### config.mk
export PLATFORM = sky130hd
export DESIGN_NAME = epoch_calendar_converter_unit
export DESIGN_NICKNAME = d
export VERILOG_FILES = /design/src/rtl/ecc_pkg.sv /design/src/rtl/ecc_dpath.sv /design/src/rtl/ecc_ctrl.sv /design/src/rtl/epoch_calendar_converter_unit.sv
export SDC_FILE = /design/constraint.sdc
export NUM_CORES = 1
export LEC_CHECK = 0
export ABC_AREA = 1
export BUFFER_PORTS_ARGS = -buffer_cell sky130_fd_sc_hd__buf_4
export CAP_MARGIN = 15
export CORE_MARGIN = 3
export CORE_UTILIZATION = 45
export CTS_CLUSTER_SIZE = 12
export DETAILED_ROUTE_END_ITERATION = 8
export GPL_TIMING_DRIVEN = 1
export PLACE_DENSITY = 0.63
export SLEW_MARGIN = 20
export SYNTH_ARGS = -nofsm -noshare
export SYNTH_HDL_FRONTEND = slang
export SYNTH_SLANG_ARGS = --single-unit
### constraint.sdc
create_clock -name clk -period 6.15 [get_ports clk]
set_input_delay 0.9225 -clock clk [delete_from_list [all_inputs] [get_ports clk]]
set_output_delay 0.9225 -clock clk [all_outputs]
set_load 0.1 [all_outputs]
### src/rtl/ecc_pkg.sv
// ----------------------------------------------------------------------------
// ecc_pkg
// Shared types, constants and calendar helpers of the epoch calendar converter.
// ----------------------------------------------------------------------------
package ecc_pkg;

	localparam logic [31:0] SECS_MIN       = 32'd60;
	localparam logic [31:0] SECS_HOUR      = 32'd3600;
	localparam logic [31:0] SECS_DAY       = 32'd86400;
	localparam logic [31:0] SECS_YEAR      = 32'd31536000;
	localparam logic [31:0] SECS_LEAP_YEAR = 32'd31622400;
	localparam logic [3:0]  MONTHS         = 4'd12;
	localparam logic [4:0]  FEB_DAYS       = 5'd28;
	localparam logic [2:0]  WD_EPOCH       = 3'd6;
	localparam logic [2:0]  DAYS_WEEK      = 3'd7;

	typedef enum logic [3:0] {
		OP_NONE,
		OP_LOAD,
		OP_ASM_YEAR,
		OP_ASM_MONTH,
		OP_ASM_DAY,
		OP_ASM_HOUR,
		OP_ASM_MIN,
		OP_ASM_SEC,
		OP_SPLIT_INIT,
		OP_SPLIT_YEAR,
		OP_SPLIT_MONTH,
		OP_SPLIT_DAY,
		OP_SPLIT_HOUR,
		OP_SPLIT_MIN
	} op_t;

	typedef struct packed {
		op_t op;
	} cmd_t;

	typedef struct packed {
		logic func;
		logic more;
	} sts_t;

	typedef struct packed {
		logic [31:0] total_seconds;
		logic [7:0]  year;
		logic [3:0]  month;
		logic [4:0]  day;
		logic [4:0]  hour;
		logic [5:0]  minute;
		logic [5:0]  second;
		logic [2:0]  weekday;
	} res_t;

	// Gregorian rule on 2000 + y; within 2000..2255 only 2100 and 2200 are
	// century years that are not leap years.
	function automatic logic is_leap(input logic [7:0] y);
		return (y[1:0] == 2'b00) && (y != 8'd100) && (y != 8'd200);
	endfunction

	// Days of month index m (January is 0); indexes past December count zero.
	function automatic logic [4:0] days_in_month(input logic [3:0] m, input logic leap);
		logic [4:0] d;
		case (m)
			4'd1: d = leap ? 5'd29 : 5'd28;
			4'd3, 4'd5, 4'd8, 4'd10: d = 5'd30;
			4'd0, 4'd2, 4'd4, 4'd6, 4'd7, 4'd9, 4'd11: d = 5'd31;
			default: d = 5'd0;
		endcase
		return d;
	endfunction

endpackage

### src/rtl/ecc_dpath.sv
// ----------------------------------------------------------------------------
// ecc_dpath
// Accumulator datapath: builds seconds from calendar fields one year or month
// per cycle, then takes them apart again by repeated compare and subtract.
// ----------------------------------------------------------------------------
module ecc_dpath (
	input  logic          clk,
	input  ecc_pkg::cmd_t cmd,
	input  logic          func,
	input  logic [31:0]   seconds_in,
	input  logic [7:0]    year_in,
	input  logic [3:0]    month_in,
	input  logic [4:0]    day_in,
	input  logic [4:0]    hour_in,
	input  logic [5:0]    minute_in,
	input  logic [5:0]    second_in,
	output ecc_pkg::sts_t sts,
	output ecc_pkg::res_t res
);

	logic        func_q;
	logic [7:0]  year_q;
	logic [3:0]  month_q;
	logic [4:0]  day_q;
	logic [4:0]  hour_q;
	logic [5:0]  minute_q;
	logic [5:0]  second_q;
	logic [31:0] acc_q;
	logic [31:0] total_q;
	logic [7:0]  cnt_q;
	logic [7:0]  yr_q;
	logic [3:0]  mo_q;
	logic [4:0]  dy_q;
	logic [4:0]  hr_q;
	logic [5:0]  mi_q;
	logic [2:0]  wd_q;

	logic        split_leap;
	logic [4:0]  asm_mdays;
	logic [4:0]  split_mdays;
	logic [4:0]  mdays_over;
	logic [31:0] day_m1;
	logic [31:0] add_val;
	logic [31:0] sub_len;
	logic [31:0] acc_sum;
	logic [31:0] acc_diff;
	logic        more;

	function automatic logic [2:0] wd_add(input logic [2:0] w, input logic [1:0] k);
		logic [3:0] s;
		s = {1'b0, w} + {2'b00, k};
		if (s >= {1'b0, ecc_pkg::DAYS_WEEK}) begin
			s = s - {1'b0, ecc_pkg::DAYS_WEEK};
		end
		return s[2:0];
	endfunction

	assign split_leap  = ecc_pkg::is_leap(yr_q);
	assign asm_mdays   = ecc_pkg::days_in_month(mo_q, ecc_pkg::is_leap(year_q));
	assign split_mdays = ecc_pkg::days_in_month(mo_q, split_leap);
	assign mdays_over  = split_mdays - ecc_pkg::FEB_DAYS;
	// A day of zero wraps to one day before the first of the month.
	assign day_m1      = {27'd0, day_q} - 32'd1;

	always_comb begin
		case (cmd.op)
			ecc_pkg::OP_ASM_YEAR: add_val = ecc_pkg::is_leap(cnt_q) ?
				ecc_pkg::SECS_LEAP_YEAR : ecc_pkg::SECS_YEAR;
			ecc_pkg::OP_ASM_MONTH: add_val = {27'd0, asm_mdays} * ecc_pkg::SECS_DAY;
			ecc_pkg::OP_ASM_DAY:   add_val = day_m1 * ecc_pkg::SECS_DAY;
			ecc_pkg::OP_ASM_HOUR:  add_val = {27'd0, hour_q} * ecc_pkg::SECS_HOUR;
			ecc_pkg::OP_ASM_MIN:   add_val = {26'd0, minute_q} * ecc_pkg::SECS_MIN;
			ecc_pkg::OP_ASM_SEC:   add_val = {26'd0, second_q};
			default:               add_val = 32'd0;
		endcase
	end

	always_comb begin
		case (cmd.op)
			ecc_pkg::OP_SPLIT_YEAR: sub_len = split_leap ?
				ecc_pkg::SECS_LEAP_YEAR : ecc_pkg::SECS_YEAR;
			ecc_pkg::OP_SPLIT_MONTH: sub_len = {27'd0, split_mdays} * ecc_pkg::SECS_DAY;
			ecc_pkg::OP_SPLIT_DAY:   sub_len = ecc_pkg::SECS_DAY;
			ecc_pkg::OP_SPLIT_HOUR:  sub_len = ecc_pkg::SECS_HOUR;
			ecc_pkg::OP_SPLIT_MIN:   sub_len = ecc_pkg::SECS_MIN;
			default:                 sub_len = 32'd0;
		endcase
	end

	assign acc_sum  = acc_q + add_val;
	assign acc_diff = acc_q - sub_len;

	always_comb begin
		case (cmd.op)
			ecc_pkg::OP_ASM_YEAR:    more = (cnt_q != year_q);
			ecc_pkg::OP_ASM_MONTH:   more = (({1'b0, mo_q} + 5'd1) < {1'b0, month_q});
			ecc_pkg::OP_SPLIT_MONTH: more = (mo_q < ecc_pkg::MONTHS) && (acc_q >= sub_len);
			ecc_pkg::OP_SPLIT_YEAR,
			ecc_pkg::OP_SPLIT_DAY,
			ecc_pkg::OP_SPLIT_HOUR,
			ecc_pkg::OP_SPLIT_MIN:   more = (acc_q >= sub_len);
			default:                 more = 1'b0;
		endcase
	end

	always_ff @(posedge clk) begin
		case (cmd.op)
			ecc_pkg::OP_LOAD: begin
				func_q   <= func;
				year_q   <= year_in;
				month_q  <= month_in;
				day_q    <= day_in;
				hour_q   <= hour_in;
				minute_q <= minute_in;
				second_q <= second_in;
				acc_q    <= func ? 32'd0 : seconds_in;
				cnt_q    <= 8'd0;
				mo_q     <= 4'd0;
			end
			ecc_pkg::OP_ASM_YEAR: begin
				if (more) begin
					acc_q <= acc_sum;
					cnt_q <= cnt_q + 8'd1;
				end
			end
			ecc_pkg::OP_ASM_MONTH: begin
				if (more) begin
					acc_q <= acc_sum;
					mo_q  <= mo_q + 4'd1;
				end
			end
			ecc_pkg::OP_ASM_DAY,
			ecc_pkg::OP_ASM_HOUR,
			ecc_pkg::OP_ASM_MIN,
			ecc_pkg::OP_ASM_SEC: begin
				acc_q <= acc_sum;
			end
			ecc_pkg::OP_SPLIT_INIT: begin
				total_q <= acc_q;
				yr_q    <= 8'd0;
				mo_q    <= 4'd0;
				dy_q    <= 5'd0;
				hr_q    <= 5'd0;
				mi_q    <= 6'd0;
				wd_q    <= ecc_pkg::WD_EPOCH;
			end
			ecc_pkg::OP_SPLIT_YEAR: begin
				if (more) begin
					acc_q <= acc_diff;
					yr_q  <= yr_q + 8'd1;
					wd_q  <= wd_add(wd_q, split_leap ? 2'd2 : 2'd1);
				end
			end
			ecc_pkg::OP_SPLIT_MONTH: begin
				if (more) begin
					acc_q <= acc_diff;
					mo_q  <= mo_q + 4'd1;
					wd_q  <= wd_add(wd_q, mdays_over[1:0]);
				end
			end
			ecc_pkg::OP_SPLIT_DAY: begin
				if (more) begin
					acc_q <= acc_diff;
					dy_q  <= dy_q + 5'd1;
					wd_q  <= wd_add(wd_q, 2'd1);
				end
			end
			ecc_pkg::OP_SPLIT_HOUR: begin
				if (more) begin
					acc_q <= acc_diff;
					hr_q  <= hr_q + 5'd1;
				end
			end
			ecc_pkg::OP_SPLIT_MIN: begin
				if (more) begin
					acc_q <= acc_diff;
					mi_q  <= mi_q + 6'd1;
				end
			end
			default: begin
			end
		endcase
	end

	assign sts.func = func_q;
	assign sts.more = more;

	assign res.total_seconds = total_q;
	assign res.year          = yr_q;
	assign res.month         = mo_q + 4'd1;
	assign res.day           = dy_q + 5'd1;
	assign res.hour          = hr_q;
	assign res.minute        = mi_q;
	assign res.second        = acc_q[5:0];
	assign res.weekday       = wd_q + 3'd1;

endmodule

### src/rtl/ecc_ctrl.sv
// ----------------------------------------------------------------------------
// ecc_ctrl
// Sequencer of the converter: steps the datapath through assembly and split
// phases and hands the finished result to the output register.
// ----------------------------------------------------------------------------
module ecc_ctrl (
	input  logic          clk,
	input  logic          arst_n,
	input  logic          in_valid,
	input  logic          out_free,
	input  ecc_pkg::sts_t sts,
	output ecc_pkg::cmd_t cmd,
	output logic          in_stall,
	output logic          out_load
);

	typedef enum logic [3:0] {
		S_IDLE,
		S_ASM_YEAR,
		S_ASM_MONTH,
		S_ASM_DAY,
		S_ASM_HOUR,
		S_ASM_MIN,
		S_ASM_SEC,
		S_SPLIT_INIT,
		S_SPLIT_YEAR,
		S_SPLIT_MONTH,
		S_SPLIT_DAY,
		S_SPLIT_HOUR,
		S_SPLIT_MIN,
		S_DONE
	} state_t;

	state_t state_q;
	state_t state_nxt;
	logic   in_stall_q;

	always_comb begin
		cmd.op    = ecc_pkg::OP_NONE;
		state_nxt = state_q;
		out_load  = 1'b0;
		case (state_q)
			S_IDLE: begin
				if (in_valid) begin
					cmd.op    = ecc_pkg::OP_LOAD;
					state_nxt = S_ASM_YEAR;
				end
			end
			S_ASM_YEAR: begin
				// A split request skips the whole assembly phase.
				if (!sts.func) begin
					state_nxt = S_SPLIT_INIT;
				end else begin
					cmd.op = ecc_pkg::OP_ASM_YEAR;
					if (!sts.more) state_nxt = S_ASM_MONTH;
				end
			end
			S_ASM_MONTH: begin
				cmd.op = ecc_pkg::OP_ASM_MONTH;
				if (!sts.more) state_nxt = S_ASM_DAY;
			end
			S_ASM_DAY: begin
				cmd.op    = ecc_pkg::OP_ASM_DAY;
				state_nxt = S_ASM_HOUR;
			end
			S_ASM_HOUR: begin
				cmd.op    = ecc_pkg::OP_ASM_HOUR;
				state_nxt = S_ASM_MIN;
			end
			S_ASM_MIN: begin
				cmd.op    = ecc_pkg::OP_ASM_MIN;
				state_nxt = S_ASM_SEC;
			end
			S_ASM_SEC: begin
				cmd.op    = ecc_pkg::OP_ASM_SEC;
				state_nxt = S_SPLIT_INIT;
			end
			S_SPLIT_INIT: begin
				cmd.op    = ecc_pkg::OP_SPLIT_INIT;
				state_nxt = S_SPLIT_YEAR;
			end
			S_SPLIT_YEAR: begin
				cmd.op = ecc_pkg::OP_SPLIT_YEAR;
				if (!sts.more) state_nxt = S_SPLIT_MONTH;
			end
			S_SPLIT_MONTH: begin
				cmd.op = ecc_pkg::OP_SPLIT_MONTH;
				if (!sts.more) state_nxt = S_SPLIT_DAY;
			end
			S_SPLIT_DAY: begin
				cmd.op = ecc_pkg::OP_SPLIT_DAY;
				if (!sts.more) state_nxt = S_SPLIT_HOUR;
			end
			S_SPLIT_HOUR: begin
				cmd.op = ecc_pkg::OP_SPLIT_HOUR;
				if (!sts.more) state_nxt = S_SPLIT_MIN;
			end
			S_SPLIT_MIN: begin
				cmd.op = ecc_pkg::OP_SPLIT_MIN;
				if (!sts.more) state_nxt = S_DONE;
			end
			S_DONE: begin
				if (out_free) begin
					out_load  = 1'b1;
					state_nxt = S_IDLE;
				end
			end
			default: begin
				state_nxt = S_IDLE;
			end
		endcase
	end

	always_ff @(posedge clk or negedge arst_n) begin
		if (!arst_n) begin
			state_q    <= S_IDLE;
			in_stall_q <= 1'b0;
		end else begin
			state_q    <= state_nxt;
			in_stall_q <= (state_nxt != S_IDLE);
		end
	end

	assign in_stall = in_stall_q;

endmodule

### src/rtl/epoch_calendar_converter_unit.sv
// ----------------------------------------------------------------------------
// epoch_calendar_converter_unit
// Converts seconds since 2000-01-01 00:00:00 to calendar fields and back.
// A request enters on in_valid/in_stall; func 0 splits seconds_in, func 1
// assembles seconds from the calendar inputs and then splits that total so
// the weekday and normalized fields come out. One result leaves per request
// on out_valid/out_stall. The split steps through each whole year, month,
// day, hour and minute in the total; func 1 first steps through each year
// before year_in and each month before month_in, then adds the day, hour,
// minute and second fields. One request is in work at a time; in_stall is
// high from acceptance until the result moves into the output register,
// and the next request can be taken in the cycle after that. The output
// register can hold a result while the next request is taken. A stalled
// result holds its value until out_stall drops. Reset clears the controller
// and the output valid flag; nothing else needs clearing.
// ----------------------------------------------------------------------------
module epoch_calendar_converter_unit (
	input  logic        clk,
	input  logic        arst_n,
	input  logic        in_valid,
	output logic        in_stall,
	input  logic        func,
	input  logic [31:0] seconds_in,
	input  logic [7:0]  year_in,
	input  logic [3:0]  month_in,
	input  logic [4:0]  day_in,
	input  logic [4:0]  hour_in,
	input  logic [5:0]  minute_in,
	input  logic [5:0]  second_in,
	output logic        out_valid,
	input  logic        out_stall,
	output logic [31:0] total_seconds,
	output logic [7:0]  year_out,
	output logic [3:0]  month_out,
	output logic [4:0]  day_out,
	output logic [4:0]  hour_out,
	output logic [5:0]  minute_out,
	output logic [5:0]  second_out,
	output logic [2:0]  weekday_out
);

	ecc_pkg::cmd_t cmd;
	ecc_pkg::sts_t sts;
	ecc_pkg::res_t res;
	ecc_pkg::res_t res_q;
	logic          out_valid_q;
	logic          out_free;
	logic          out_load;

	assign out_free = !out_valid_q || !out_stall;

	ecc_ctrl u_ctrl (
		.clk      (clk),
		.arst_n   (arst_n),
		.in_valid (in_valid),
		.out_free (out_free),
		.sts      (sts),
		.cmd      (cmd),
		.in_stall (in_stall),
		.out_load (out_load)
	);

	ecc_dpath u_dpath (
		.clk        (clk),
		.cmd        (cmd),
		.func       (func),
		.seconds_in (seconds_in),
		.year_in    (year_in),
		.month_in   (month_in),
		.day_in     (day_in),
		.hour_in    (hour_in),
		.minute_in  (minute_in),
		.second_in  (second_in),
		.sts        (sts),
		.res        (res)
	);

	always_ff @(posedge clk or negedge arst_n) begin
		if (!arst_n) begin
			out_valid_q <= 1'b0;
		end else if (out_load) begin
			out_valid_q <= 1'b1;
		end else if (!out_stall) begin
			out_valid_q <= 1'b0;
		end
	end

	always_ff @(posedge clk) begin
		if (out_load) begin
			res_q <= res;
		end
	end

	assign out_valid     = out_valid_q;
	assign total_seconds = res_q.total_seconds;
	assign year_out      = res_q.year;
	assign month_out     = res_q.month;
	assign day_out       = res_q.day;
	assign hour_out      = res_q.hour;
	assign minute_out    = res_q.minute;
	assign second_out    = res_q.second;
	assign weekday_out   = res_q.weekday;

	// An accepted request keeps the block busy until its result is handed over.
	a_busy_after_accept: assert property (@(posedge clk) disable iff (!arst_n)
		(in_valid && !in_stall) |=> in_stall)
		else $error("request accepted but block not busy");

	// A result never overwrites one that is still waiting.
	a_no_overwrite: assert property (@(posedge clk) disable iff (!arst_n)
		out_load |-> (!out_valid_q || !out_stall))
		else $error("output register overwritten while stalled");

	a_fields_in_range: assert property (@(posedge clk) disable iff (!arst_n)
		out_valid |-> (month_out >= 4'd1 && month_out <= 4'd12 &&
			day_out >= 5'd1 && weekday_out >= 3'd1 && weekday_out <= 3'd7 &&
			hour_out <= 5'd23 && minute_out <= 6'd59 && second_out <= 6'd59))
		else $error("calendar field out of range");

endmodule
==> Yosys cells after proc, flatten, opt, wreduce, memory -nomap -nowiden <==
Index checks and enable logic that the tools add are counted.
{ "word_totals": {"ff_bits": 213, "input_bits": 71, "output_inout_bits": 71, "word_cells": 201} }
{ "op_classes": {"addsub": 18, "n_mul": 5, "n_lt_le_gt_ge": 6, "eq_ne": 54, "n_mux": 51, "reduce_logical": 40} }
{ "ops": {"columns": ["cell", "count"], "rows": [
  ["one-hot mux 32 bit (6 select lines)", 1],
  ["one-hot mux 32 bit (5 select lines)", 1],
  ["one-hot mux 32 bit (4 select lines)", 1],
  ["two-way mux 32 bit", 3],
  ["equality test 4 bit, second input constant", 16],
  ["one-hot mux 4 bit (14 select lines)", 1],
  ["one-hot mux 4 bit (13 select lines)", 1],
  ["equality test 4 x 3 -> 1 bit, second input constant", 12],
  ["two-way mux 4 bit", 11],
  ["two-way mux 18 bit", 2],
  ["adder 32 bit", 1],
  ["greater-or-equal comparator 32 bit", 1],
  ["multiplier 32 x 10 -> 25 bit, second input constant", 1],
  ["one-hot mux 8 bit (2 select lines)", 2],
  ["subtractor 32 bit", 1],
  ["multiplier 5 x 10 -> 15 bit, second input constant", 2],
  ["one-hot mux 5 bit (3 select lines)", 2],
  ["equality test 4 x 2 -> 1 bit, second input constant", 6],
  ["!= test 8 x 7 -> 1 bit, second input constant", 3],
  ["!= test 8 bit, second input constant", 3],
  ["!= test 2 x 1 -> 1 bit, second input constant", 10],
  ["one-hot mux 5 bit (2 select lines)", 2],
  ["two-way mux 3 bit", 6],
  ["adder 8 x 1 -> 8 bit, second input constant", 2],
  ["40 further kinds", 83]
]} }

==> Longest topological paths before layout <==
Gate-level depths: netlist (run 1).
{ "logic_depth": {"depth_word": 14, "mapped_depth": 37, "depth_no_buf": 37} }

==> Modules after synthesis <==
From an unflattened synthesis (run 1), not the netlist that was laid out.
{ "unflattened": {"cells_unflattened": 1976, "area_unflattened_um2": 16173.0} }
{ "by_module_without_submodules": {"columns": ["module", "n_inst", "cells_per_inst", "area_per_inst_um2", "seq_area_each_um2"], "rows": [
  ["ecc_dpath", 1, 1824, 13621.8, 4144.0],
  ["epoch_calendar_converter_unit", 1, 73, 2113.3, 2097.0],
  ["ecc_ctrl", 1, 79, 437.9, 125.1]
]} }

==> Worst setup path after synthesis (run 1) <==
No wires, ideal clock.
{ "synth_path": {"path_kind": "register to register", "start": "register u_dpath.day_q[0]", "end": "register u_dpath.acc_q[24] (data pin)", "setup_ns": 0.264, "t_arrival_ns": 5.577, "t_required_ns": 5.886, "setup_slack_ns": 0.310, "path_stages_with_launch": 30, "n_path_buf": 0, "synth_period_minus_slack_ns": 5.840, "cell_sequence": "edfxtp_1 -> inv_1 -> ha_1 -> xor2_1 -> ha_1 -> ha_1 -> inv_1 -> fa_1 -> inv_1 -> ha_1 -> inv_1 -> fa_1 -> inv_1 -> ha_1 -> a21oi_1 -> a21boi_0 -> o21ai_0 -> nand2_1 -> nand2_1 -> nand2_1 -> nand2_1 -> o21bai_1 -> ha_1 -> a21o_1 -> a21boi_0 -> o21a_1 -> nand3_1 -> or2_2 -> nand3_1 -> nand3_1"} }
{ "synth_via": {"elab_chain_cells": 6} }
{ "synth_rtl": {"columns": ["element", "line_no", "rtl"], "rows": [
  ["from (decl)", "ecc_dpath.sv:24", "logic [4:0] day_q;"],
  ["from (signal assigned)", "ecc_dpath.sv:112", "day_q <= day_in;"],
  ["subtractor 5 x 1 -> 6 bit (*)", "ecc_dpath.sv:63", "assign day_m1 = {27'd0, day_q} - 32'd1;"],
  ["multiplier 32 x 10 -> 25 bit (*)", "ecc_dpath.sv:70", "ecc_pkg::OP_ASM_DAY: add_val = day_m1 * ecc_pkg::SECS_DAY;"],
  ["one-hot mux 32 bit (6 select lines) (*)", "ecc_dpath.sv:66", "case (cmd.op)"],
  ["adder 32 bit (*)", "ecc_dpath.sv:90", "assign acc_sum = acc_q + add_val;"],
  ["two-way mux 32 bit", "ecc_dpath.sv:121, ecc_dpath.sv:127", null],
  ["one-hot mux 32 bit (4 select lines) (*)", "ecc_dpath.sv:107", "case (cmd.op)"],
  ["to (signal assigned)", "ecc_dpath.sv:116", "acc_q <= func ? 32'd0 : seconds_in;"],
  ["to (signal assigned)", "ecc_dpath.sv:122", "acc_q <= acc_sum;"],
  ["to (signal assigned)", "ecc_dpath.sv:128", "acc_q <= acc_sum;"],
  ["to (decl)", "ecc_dpath.sv:28", "logic [31:0] acc_q;"]
]} }
Mark *: on every way between the ends. The rest lies on a longest branch, timed or not. The select of a mux whose other input is x is not followed.
A chain may end at the register's enable or synchronous reset.

==> Final worst setup path (run 1) <==
{ "layout_path": {"start": "register u_dpath.day_q[0]", "end": "register u_dpath.acc_q[30] (data pin)"} }
The elaborated chain is that of the path after synthesis.

==> results.py, run 1 <==
metrics = {
    "layout": {
        "drive_gt1_share_pct": 16.2,
        "regArea_mm2": 0.00637,
        "final_area_mm2": 0.0186,
        "nets": 2302,
        "nFillCells": 3197,
        "area_growth_pct": 18.7,
        "multi_input_area_mm2": 0.00834,
        "fin_cells": 2511,
        "diodes": 0,
    },
    "synth": {
        "ys_ff_latch": 213,
        "synth-simple-area-share_pct": 21.7,
        "synth-main-ff-cell": "edfxtp_1",
        "synth.avg_cell_area_um2": 8.45,
        "synth_nets": 2106,
        "synth_top_family_by_area": "simple AND/OR/NAND/NOR gates",
        "ys_warn_count": 0,
        "netlist_area_mm2": 0.0156,
        "synth_compound_area_share_pct": 11.1,
        "synth_cell_types": 48,
        "synth_edf_count": 207,
        "synthArstFlopShare_pct": 2.82,
        "synth_fa_ha_area_share_pct": 15.9,
        "synth_cells": 1853,
        "synth_mux_area_share_pct": 0.0640,
        "synth_xor_area_share_pct": 2.91,
        "ys_seq_area_share_pct": 40.7,
    },
    "timing": {
        "setup_violations": 0,
        "hold_viol_final": 0,
        "slew_headroom_pct": 43.0,
        "fin_skew_ns": 0.0157,
        "slew_viol_final": 0,
        "fmax_ghz": 0.171,
        "worst_pin_slew_ns": 0.855,
        "whs_ns": 0.179,
        "fin_crit_ns": 5.83,
        "tns_ns": 0,
        "fin_crit_sh_pct": 94.9,
    },
    "placed_design": {
        "portBuffers": 141,
        "detailed_place_hpwl_um": 34300,
        "place_area_mm2": 0.0175,
        "place.gp.congestion": 0.965,
        "placed_cells": 2465,
    },
    "floorplanning": {
        "rows": 67,
        "fp.coreArea_mm2": 0.0339,
        "die_area_mm2": 0.0370,
        "die_x_um": 192,
        "io_pins": 142,
        "die_y_um": 192,
        "start_util_pct": 46.2,
    },
    "global_route": {
        "met1_usage_pct": 32.0,
        "busiest_layer": "met2",
        "grt_util_all_layers_pct": 22.8,
        "gr-total-overflow": 0,
        "grt_max_degree": 70,
        "met2_usage_pct": 37.9,
        "grt_pass1_vias": 12578,
        "antenna_found_initial": 0,
        "grt_pass1_wl_um": 66300,
        "grt_use_met3_pct": 2.40,
    },
    "clocking": {
        "cts_buffers": 25,
        "cts_sinks": 213,
        "ctsRootBufferMaster": "clkbuf_16",
        "cts_tree": "built",
        "ctsLongestPathBuffers": 3,
        "clkTransAtPathRegs_ns": 0.06,
        "clk_latency_ns": 0.55,
        "htreeDepth": 1,
    },
    "status": {
        "status": "finished, final reports clean",
    },
    "critical_path": {
        "crit_fanout": 5,
        "max_stage_delay_ns": 0.50,
        "path_class": "register to register",
        "start_kind": "register",
        "end_kind": "register",
        "required_ns": 6.44,
        "critPathSlowestCell": "fa_1",
        "cp.arrival_ns": 6.13,
    },
    "routing": {
        "drt-total-wl_um": 42400,
        "vias": 13223,
        "vias_per_cell": 5.27,
        "first_iter_violations": 915,
        "drt_pass1_iterations": 5,
        "drc_errors": 0,
        "routedWlPerCell_um": 16.9,
        "drtAntennaViolNets": 0,
    },
    "power": {
        "p_per_area_mw_per_mm2": 164,
        "leakage_nw": 8.53,
        "peakVddDrop_mv": 0.188,
    },
    "job": {
        "maxCapViolations": 0,
    },
    "worst_hold_path": {
        "hp-class": "primary input to asynchronous set/reset pin",
    },
}
## what timing repair did
item / 4_1_cts / 5_1_grt
setup endpoints to repair: 3 / 14
hold endpoints to repair: 0 / 0
hold buffers: 0 / 0
buffers inserted: 0 / 5
gates resized for setup: 4 / 61
pin swaps: 1 / 18
## stage by stage
stage	util [%]	total power, mW	worst slack, ns
2_1_floorplan	-	1.60	0.310
3_3_place_gp	51.7	1.64	0.0219
3_5_place_dp	51.7	1.64	-0.128
4_1_cts	54.1	3.07	-0.00871
5_1_grt	54.9	3.13	-0.103
6_report	54.9	3.04	0.315
## report_power, final
| group | switching [mW] | internal (mW) | leakage [nW] |
|---|---|---|---|
| Sequential | 0.0000000000000000400 | 1.57 | 1.98 |
| Clock | 0.605 | 0.829 | 0.372 |
| Combinational | 0.00973 | 0.0277 | 6.18 |
## Yosys cell counts, types with 7 or more instances
master | n | area, um2
a211oi_1 | 8 | 60.1
a21o_1 | 10 | 75.1
a21oi_1 | 107 | 536
a31oi_1 | 10 | 62.6
clkbuf_1 | 13 | 48.8
edfxtp_1 | 207 | 6220
fa_1 | 28 | 561
ha_1 | 154 | 1930
inv_1 | 284 | 1070
inv_2 | 15 | 56.3
nand2_1 | 366 | 1370
nand2_2 | 7 | 43.8
nand3_1 | 129 | 646
nand4_1 | 21 | 131
nor2_1 | 182 | 683
nor3_1 | 28 | 140
o211ai_1 | 17 | 128
o21ai_0 | 95 | 475
o21bai_1 | 14 | 105
or2_2 | 30 | 188
xnor2_1 | 28 | 245
xor2_1 | 24 | 210
## layout by cell type (no fill, tap or decap), types with 4 or more instances in the layout
master and count:
dfrtp_1 6, a21oi_1 97, edfxtp_1 207, o21a_1 5, nor3b_1 5, ha_1 145
a22o_1 5, o211ai_1 17, or2_2 30, o21bai_1 13, nand2_1 359, o2111ai_1 4
clkbuf_16 25, a21o_1 10, o21ai_1 14, nand3_1 129, a31oi_1 9, nand2_2 14
buf_4 187, o21ai_2 5, nor4_1 4, inv_1 282, nand4_1 21, ha_4 7
nor3_2 5, nand3b_1 6, inv_2 17, nor2_2 10, o21ai_0 81, a211oi_1 8
fa_1 28, nor3_1 23, a21oi_2 9, clkinvlp_4 4, clkinv_2 4, nor2_1 175
xor2_1 22, xnor2_1 28
## worst paths after layout
kind / end / start / cells past startpoint / slack [ns]
worst min-delay path: u_ctrl.state_q[3] / arst_n / 1 / 0.18
worst max-delay path: u_dpath.acc_q[30] / u_dpath.day_q[0] / 31 / 0.32
min in group clk: total_seconds[21] / u_dpath.total_q[21] / 0 / 0.42
worst min register to register: total_seconds[21] / u_dpath.total_q[21] / 0 / 0.42
max in group asynchronous: u_ctrl.state_q[0] / arst_n / 1 / 5.84
worst max register to register: u_dpath.acc_q[30] / u_dpath.day_q[0] / 31 / 0.32
## critical path: cells and delay by family (launching register included)
family	cells	cell delay, ns
DFF	1	0.43
xor gates and xnor gates	3	0.49
buffers and inverters	6	0.55
adders and majority gates	7	2.33
AOI/OAI and AO/OA	5	0.64
and+or+nand+nor	10	1.10
## routing by layer
metal / vias up / part of all wire, %
li1: 6646 / -
met5: - / 0
met2: 390 / 46
met4: 0 / 2.7
met1: 6118 / 45
met3: 69 / 6.3
## final cells by class
class,instances,area share [%]
multi-input cells,1321,44.9
flip-flops and latches,213,34.3
repair buffers,187,7.56
inverters,301,6.08
clock buffers,28,3.43
well taps,448,3.02
clock inverters,13,0.768
## sequential cells by signal (all words and copies together) (netlist names), 6 cells and up
signal and count:
total_seconds 32, u_dpath.acc_q 32, u_dpath.total_q 32, u_dpath.cnt_q 8
u_dpath.year_q 8, u_dpath.yr_q 8, year_out 8, minute_out 6
second_out 6, u_dpath.mi_q 6, u_dpath.minute_q 6, u_dpath.second_q 6
## cell families (layout without fill, tap and decap cells)
group	Yosys count	after routing
xor+xnor	52	52
mux	1	1
fa+ha+maj	182	182
simple gates	788	788
buf+inv	319	529
compound gates	298	298
flops	213	213
No activity file was read; power rests on OpenSTA's default activity.
==> inputs of run 2 (changes only) <==
--- a/config.mk
+++ b/config.mk
@@ -14,6 +14,7 @@
 export DETAILED_ROUTE_END_ITERATION = 8
 export GPL_TIMING_DRIVEN = 1
 export PLACE_DENSITY = 0.63
+export REMOVE_ABC_BUFFERS = 1
 export SLEW_MARGIN = 20
 export SYNTH_ARGS = -nofsm -noshare
 export SYNTH_HDL_FRONTEND = slang
==> run 2 against run 1 <==
  * Clock skew up 0.0046 ns
  * Register-to-register slack barely moved
  * Setup slack worse by 0.013 ns
  * Sequential cell count unchanged
  * Sequential power about the same
  * Clock-buffer cell count up 4
  * Utilization is 0.34 points higher
  * Clock power about the same
  * Fmax down 0.22%
==> results.py, run 2 (synthesized netlist as in run 1, its figures left out) <==
metrics = {
    "job": {
        "maxCapViolations": 0,
    },
    "power": {
        "peakVddDrop_mv": 0.198,
        "p_per_area_mw_per_mm2": 164,
        "p_switching_mw": 0.586,
        "seqPwrFrac_pct": 51.3,
        "power.share.combinational_pct": 1.2,
        "p_int_mw": 2.48,
        "pwr-share-clk_pct": 47.4,
        "netSwitchingFraction_pct": 19.1,
        "leakage_nw": 8.58,
        "total_power_mw": 3.06,
    },
    "critical_path": {
        "end_kind": "register",
        "required_ns": 6.42,
        "max_stage_delay_ns": 0.56,
        "critPathSlowestCell": "fa_1",
        "path_class": "register to register",
        "reg2reg_depth": 28,
        "crit_fanout": 6,
        "start_kind": "register",
        "cp.arrival_ns": 6.12,
        "cp-startpoint": "u_dpath.day_q[0]",
        "r2r_setup_slack_ns": 0.30,
        "r2r_end": "u_dpath.acc_q[28]",
        "crit-reg2reg-launch": "u_dpath.day_q[0]",
        "crit_top_cell": "inv_1",
    },
    "placed_design": {
        "dp_slack_ns": -0.0717,
        "place.gp.congestion": 0.945,
        "portBuffers": 141,
        "detailed_place_hpwl_um": 34200,
    },
    "layout": {
        "final_common_cell": "nand2_1",
        "final_cell_mix": "nand2_1, inv_1, edfxtp_1, buf_4, nor2_1",
        "nets": 2308,
        "drive_gt1_share_pct": 16.1,
        "area_growth_pct": 19.5,
        "diodes": 0,
    },
    "floorplanning": {
        "start_util_pct": 46.2,
        "die_x_um": 192,
        "rows": 67,
        "die_y_um": 192,
        "fp.coreArea_mm2": 0.0339,
        "die_area_mm2": 0.0370,
        "io_pins": 142,
    },
    "routing": {
        "drt-total-wl_um": 42100,
        "first_iter_violations": 826,
        "routedWlPerCell_um": 16.7,
        "drc_errors": 0,
        "vias": 13292,
        "vias_per_cell": 5.28,
        "drt_pass1_iterations": 5,
        "drtAntennaViolNets": 0,
    },
    "clocking": {
        "hold_buffers": 0,
        "ctsRootBufferMaster": "clkbuf_16",
        "htreeDepth": 1,
        "cts_tree": "built",
        "clkTransAtPathRegs_ns": 0.06,
        "cts_buffers": 25,
        "cts_sinks": 213,
        "ctsLongestPathBuffers": 3,
        "clk_latency_ns": 0.55,
    },
    "global_route": {
        "grt_pass1_wl_um": 66400,
        "grt_util_all_layers_pct": 22.8,
        "gr-total-overflow": 0,
        "antenna_found_initial": 0,
        "grt_pass1_vias": 12728,
        "grt_max_degree": 64,
    },
    "timing": {
        "slew_viol_final": 0,
        "fmax_ghz": 0.171,
        "worst_pin_slew_ns": 0.880,
        "hold_viol_final": 0,
        "fin_skew_ns": 0.0203,
        "setup_ws_ns": 0.302,
        "fin_crit_sh_pct": 95.1,
        "slew_headroom_pct": 41.2,
        "rsz0062_at_grt": "true",
        "fin_crit_ns": 5.85,
        "setup_violations": 0,
    },
    "status": {
        "status": "finished, final reports clean",
    },
    "worst_hold_path": {
        "hp-class": "primary input to asynchronous set/reset pin",
    },
}
-- run 2: changes by cell type in the layout (fill, tap and decap cells not counted), sizes merged --
cell      previous run  this run
clkinvlp             4         2
inv                300       301
clkinv               8         6
clkbuf              28        32
buf                187       193
bufinv               2         3
-- run 2: per-layer routing --
layer | track usage [%] | share of wire (%) | vias to the layer above
li1 | - | - | 6680
met1 | 31.7 | 45 | 6159
met2 | 37.8 | 46 | 379
met3 | 2.38 | 5.5 | 74
met4 | 6.98 | 3.1 | 0
met5 | 0 | 0 | -
-- run 2: power groups by stage --
stage	clock, mW	sequential [mW]	combinational (mW)
after CTS	1.50	1.57	0.0379
after global routing	1.55	1.57	0.0404
after global placement	0	1.60	0.0369
after detailed placement	0	1.60	0.0378
after floorplan	0	1.60	0.000138
final	1.45	1.57	0.0376
-- run 2: worst max path at each step --
stage	to	cells past startpoint	slack, ns
CTS	u_dpath.acc_q[25]	32	0.01
global route	u_dpath.acc_q[25]	33	-0.07
finish	u_dpath.acc_q[28]	28	0.30
floorplan	u_dpath.acc_q[24]	25	-0.02
detailed placement	u_dpath.acc_q[27]	31	-0.07
global placement	u_dpath.acc_q[27]	31	0.01
-- run 2: timing repair --
item | CTS | global route
setup endpoints to repair | 3 | 14
pin swaps | 0 | 15
gates resized for setup | 2 | 64
setup buffers | 0 | 3
-- run 2: worst max-delay path, delay by kind of cell (launching register included) --
kind	cells	cell delay [ns]
compound gates	6	1.13
fa+ha+maj	7	2.67
buf+inv	8	0.48
flops	1	0.40
simple gates	7	0.90
-- run 2: layout make-up --
class,count,area (um2)
clock buffers,32,652
clock inverters,11,150
fillers,3201,15200
inverters,301,1130
multi-input cells,1321,8390
flip-flops and latches,213,6370
well taps,448,561
repair buffers,193,1450
-- run 2: metrics by stage --
stage / util, % / std cells / hold WS (ns) / instance area, um2 / setup TNS (ns)
2_1_floorplan: - / 1835 / 0.400 / 15600 / -0.0208
3_3_place_gp: 51.9 / 2473 / 0.401 / 17600 / 0
3_5_place_dp: 51.9 / 2473 / 0.405 / 17600 / -0.0717
4_1_cts: 54.3 / 2516 / 0.152 / 18400 / 0
5_1_grt: 55.2 / 2519 / 0.165 / 18700 / -0.336
6_report: 55.2 / 2519 / 0.175 / 18700 / 0
==> inputs of run 3 (changes only) <==
--- a/config.mk
+++ b/config.mk
@@ -5,10 +5,9 @@
 export SDC_FILE = /design/constraint.sdc
 export NUM_CORES = 1
 export LEC_CHECK = 0
-export ABC_AREA = 1
 export BUFFER_PORTS_ARGS = -buffer_cell sky130_fd_sc_hd__buf_4
 export CAP_MARGIN = 15
-export CORE_MARGIN = 3
+export CORE_MARGIN = 1.5
 export CORE_UTILIZATION = 45
 export CTS_CLUSTER_SIZE = 12
 export DETAILED_ROUTE_END_ITERATION = 8
==> run 3 against run 2 <==
  * The flow now finishes with violations (negative setup slack)
  * Clock-buffer cell count decreased by 3
  * Clock skew decreased by 0.0036 ns
  * First-iteration DRC count up 16%
  * Wire length shrank 9.2%
  * Synthesized cell count decreased by 24%
  * Sequential share of layout area up 0.29 points
  * Non-clock buffer count up 78
  * Critical endpoint is now u_dpath.acc_q[30]
  * Largest cell class unchanged
  * Highest routed layer unchanged
==> results.py, run 3 <==
metrics = {
    "critical_path": {
        "end_kind": "register",
        "r2r_setup_slack_ns": -0.12,
        "r2r_end": "u_dpath.acc_q[30]",
        "crit_top_cell": "ha_4",
        "crit_family": "adder cells",
        "start_kind": "register",
        "path_depth": 32,
        "max_stage_delay_ns": 0.51,
        "crit-reg2reg-launch": "u_dpath.day_q[0]",
        "critPathSlowestCell": "fa_1",
        "crit_fanout": 4,
        "path_class": "register to register",
        "required_ns": 6.39,
        "worstPathBufferInverterCount": 6,
        "cp.arrival_ns": 6.51,
        "reg2reg_depth": 32,
    },
    "layout": {
        "drive_gt1_share_pct": 23.8,
        "regArea_mm2": 0.00637,
        "area_growth_pct": 25.2,
        "final_cell_mix": "buf_4, edfxtp_1, ha_1, nor2_1, inv_1",
        "final_common_cell": "buf_4",
        "nFillCells": 2793,
        "nets": 1912,
        "final_area_mm2": 0.0185,
        "diodes": 0,
        "multi_input_area_mm2": 0.00844,
    },
    "routing": {
        "first_iter_violations": 960,
        "drt_pass1_iterations": 5,
        "drc_errors": 0,
        "vias_per_cell": 5.50,
        "drtAntennaViolNets": 0,
        "vias": 11623,
        "drt-total-wl_um": 38200,
        "routedWlPerCell_um": 18.1,
    },
    "floorplanning": {
        "die_x_um": 184,
        "start_util_pct": 45.6,
        "die_area_mm2": 0.0340,
        "io_pins": 142,
        "rows": 66,
        "fp.coreArea_mm2": 0.0325,
        "die_y_um": 184,
    },
    "synth": {
        "synth-simple-area-share_pct": 12.1,
        "ys_warn_count": 0,
        "synth_compound_area_share_pct": 16.3,
        "synthTopCellsByArea": "edfxtp_1, ha_1, xnor2_1, fa_1, xor2_1",
        "netlist_area_mm2": 0.0148,
        "yosysTopAreaCellShare_pct": 42.0,
        "synth_cell_types": 72,
        "synth_most_common_cell": "edfxtp_1",
        "synth-main-ff-cell": "edfxtp_1",
        "synth_mux_area_share_pct": 0.794,
        "synth_fa_ha_area_share_pct": 16.8,
        "synth_top_family_by_area": "adder cells",
        "synth_xor_area_share_pct": 7.33,
        "synth.avg_cell_area_um2": 10.6,
        "ys_ff_latch": 213,
        "ys_seq_area_share_pct": 43.0,
        "synth_cells": 1400,
        "yosysTopAreaCell": "edfxtp_1",
        "synthArstFlopShare_pct": 2.82,
        "synthTopCellsByCount": "edfxtp_1, ha_1, nor2_1",
        "synth_edf_count": 207,
    },
    "global_route": {
        "grt_util_all_layers_pct": 22.2,
        "gr-total-overflow": 0,
        "grt_max_degree": 70,
        "grt_pass1_wl_um": 58800,
        "grt_pass1_vias": 10943,
        "antenna_found_initial": 0,
    },
    "job": {
        "maxCapViolations": 0,
    },
    "placed_design": {
        "place.gp.congestion": 0.935,
        "dp_slack_ns": -0.509,
        "place_area_mm2": 0.0171,
        "portBuffers": 141,
        "detailed_place_hpwl_um": 29200,
    },
    "clocking": {
        "cts_buffers": 24,
        "htreeDepth": 1,
        "clk_latency_ns": 0.54,
        "cts_tree": "built",
        "clkTransAtPathRegs_ns": 0.06,
        "ctsLongestPathBuffers": 3,
        "cts_sinks": 213,
        "ctsRootBufferMaster": "clkbuf_16",
        "hold_buffers": 0,
    },
    "timing": {
        "slew_viol_final": 0,
        "rsz0062_at_grt": "true",
        "slew_headroom_pct": 31.3,
        "fin_skew_ns": 0.0167,
        "whs_ns": 0.192,
        "worst_pin_slew_ns": 1.03,
        "fin_crit_ns": 6.27,
        "fmax_ghz": 0.160,
        "setup_violations": 6,
        "setup_ws_ns": -0.117,
        "hold_viol_final": 0,
        "fin_crit_sh_pct": 102,
    },
    "power": {
        "p_per_area_mw_per_mm2": 564,
        "peakVddDrop_mv": 0.265,
        "leakage_nw": 7.73,
        "total_power_mw": 10.5,
    },
    "status": {
        "violations": "negative setup slack",
        "status": "complete, but fails checks",
    },
    "worst_hold_path": {
        "hp-class": "primary input to asynchronous set/reset pin",
    },
}
## run 3: changes by cell type after synthesis, sizes merged, moves of 31 or more
cell / previous run / this run
xor2: 24 / 55
nand3: 129 / 39
xnor2: 28 / 69
nor2: 187 / 111
inv: 299 / 108
nand2: 373 / 86
## run 3: per-layer routing
| layer | GRT usage, % | part of all wire, % |
|---|---|---|
| met5 | 0 | 0 |
| met4 | 5.70 | 2.3 |
| met3 | 2.51 | 6.0 |
| met2 | 35.2 | 45 |
| met1 | 32.2 | 46 |
## run 3: stage by stage
| stage | utilization (%) | TNS (ns) | cells |
|---|---|---|---|
| after floorplan | - | -3.56 | 1362 |
| after global placement | 52.6 | -1.62 | 2051 |
| after detailed placement | 52.6 | -3.06 | 2051 |
| after CTS | 56.1 | -0.0586 | 2101 |
| after global routing | 57.1 | -2.66 | 2114 |
| final | 57.1 | -0.412 | 2114 |
## run 3: worst max path at each step
stage                     slack (ns)             start           endpoint
after floorplan                -0.63  u_dpath.day_q[0]  u_dpath.acc_q[29]
after global placement         -0.31  u_dpath.day_q[0]  u_dpath.acc_q[29]
after detailed placement       -0.51  u_dpath.day_q[0]  u_dpath.acc_q[29]
after CTS                      -0.05  u_dpath.day_q[0]  u_dpath.acc_q[25]
after global routing           -0.36  u_dpath.day_q[0]  u_dpath.acc_q[30]
final                          -0.12  u_dpath.day_q[0]  u_dpath.acc_q[30]
## run 3: logic make-up after synthesis
| logic type | after synthesis |
|---|---|
| mux | 11 |
| flops | 213 |
| buf+inv | 146 |
| simple gates | 359 |
| xor+xnor | 124 |
| compound gates | 365 |
| fa+ha+maj | 182 |
## run 3: worst reg2reg max path: cells and delay by family (launching register included)
kind | cells | cell delay [ns]
adder cells (fa/ha/maj) | 7 | 2.15
XOR/XNOR | 4 | 0.64
buffers and inverters | 6 | 0.58
flip-flops | 1 | 0.44
AO/OA/AOI/OAI | 13 | 1.92
AND/OR/NAND/NOR | 2 | 0.29
## run 3: layout make-up
cell class	instances	share of cell area, %
Inverter	108	2.20
Clock inverter	10	0.500
Sequential cell	213	34.3
Multi-Input combinational cell	1041	45.5
Tap cell	442	2.98
Clock buffer	29	3.34
Timing Repair Buffer	271	11.1
## run 3: what timing repair did
item,in CTS,in global routing
pin swaps,52,34
buffers inserted,11,13
resized for setup,72,42
gates cloned,0,0
setup endpoints to repair,9,12
## run 3: report_power, final
group | switching (mW) | internal [mW]
clock | 0.565 | 0.756
combinational | 3.80 | 2.74
sequential | 0.390 | 2.19
total | 4.76 | 5.69
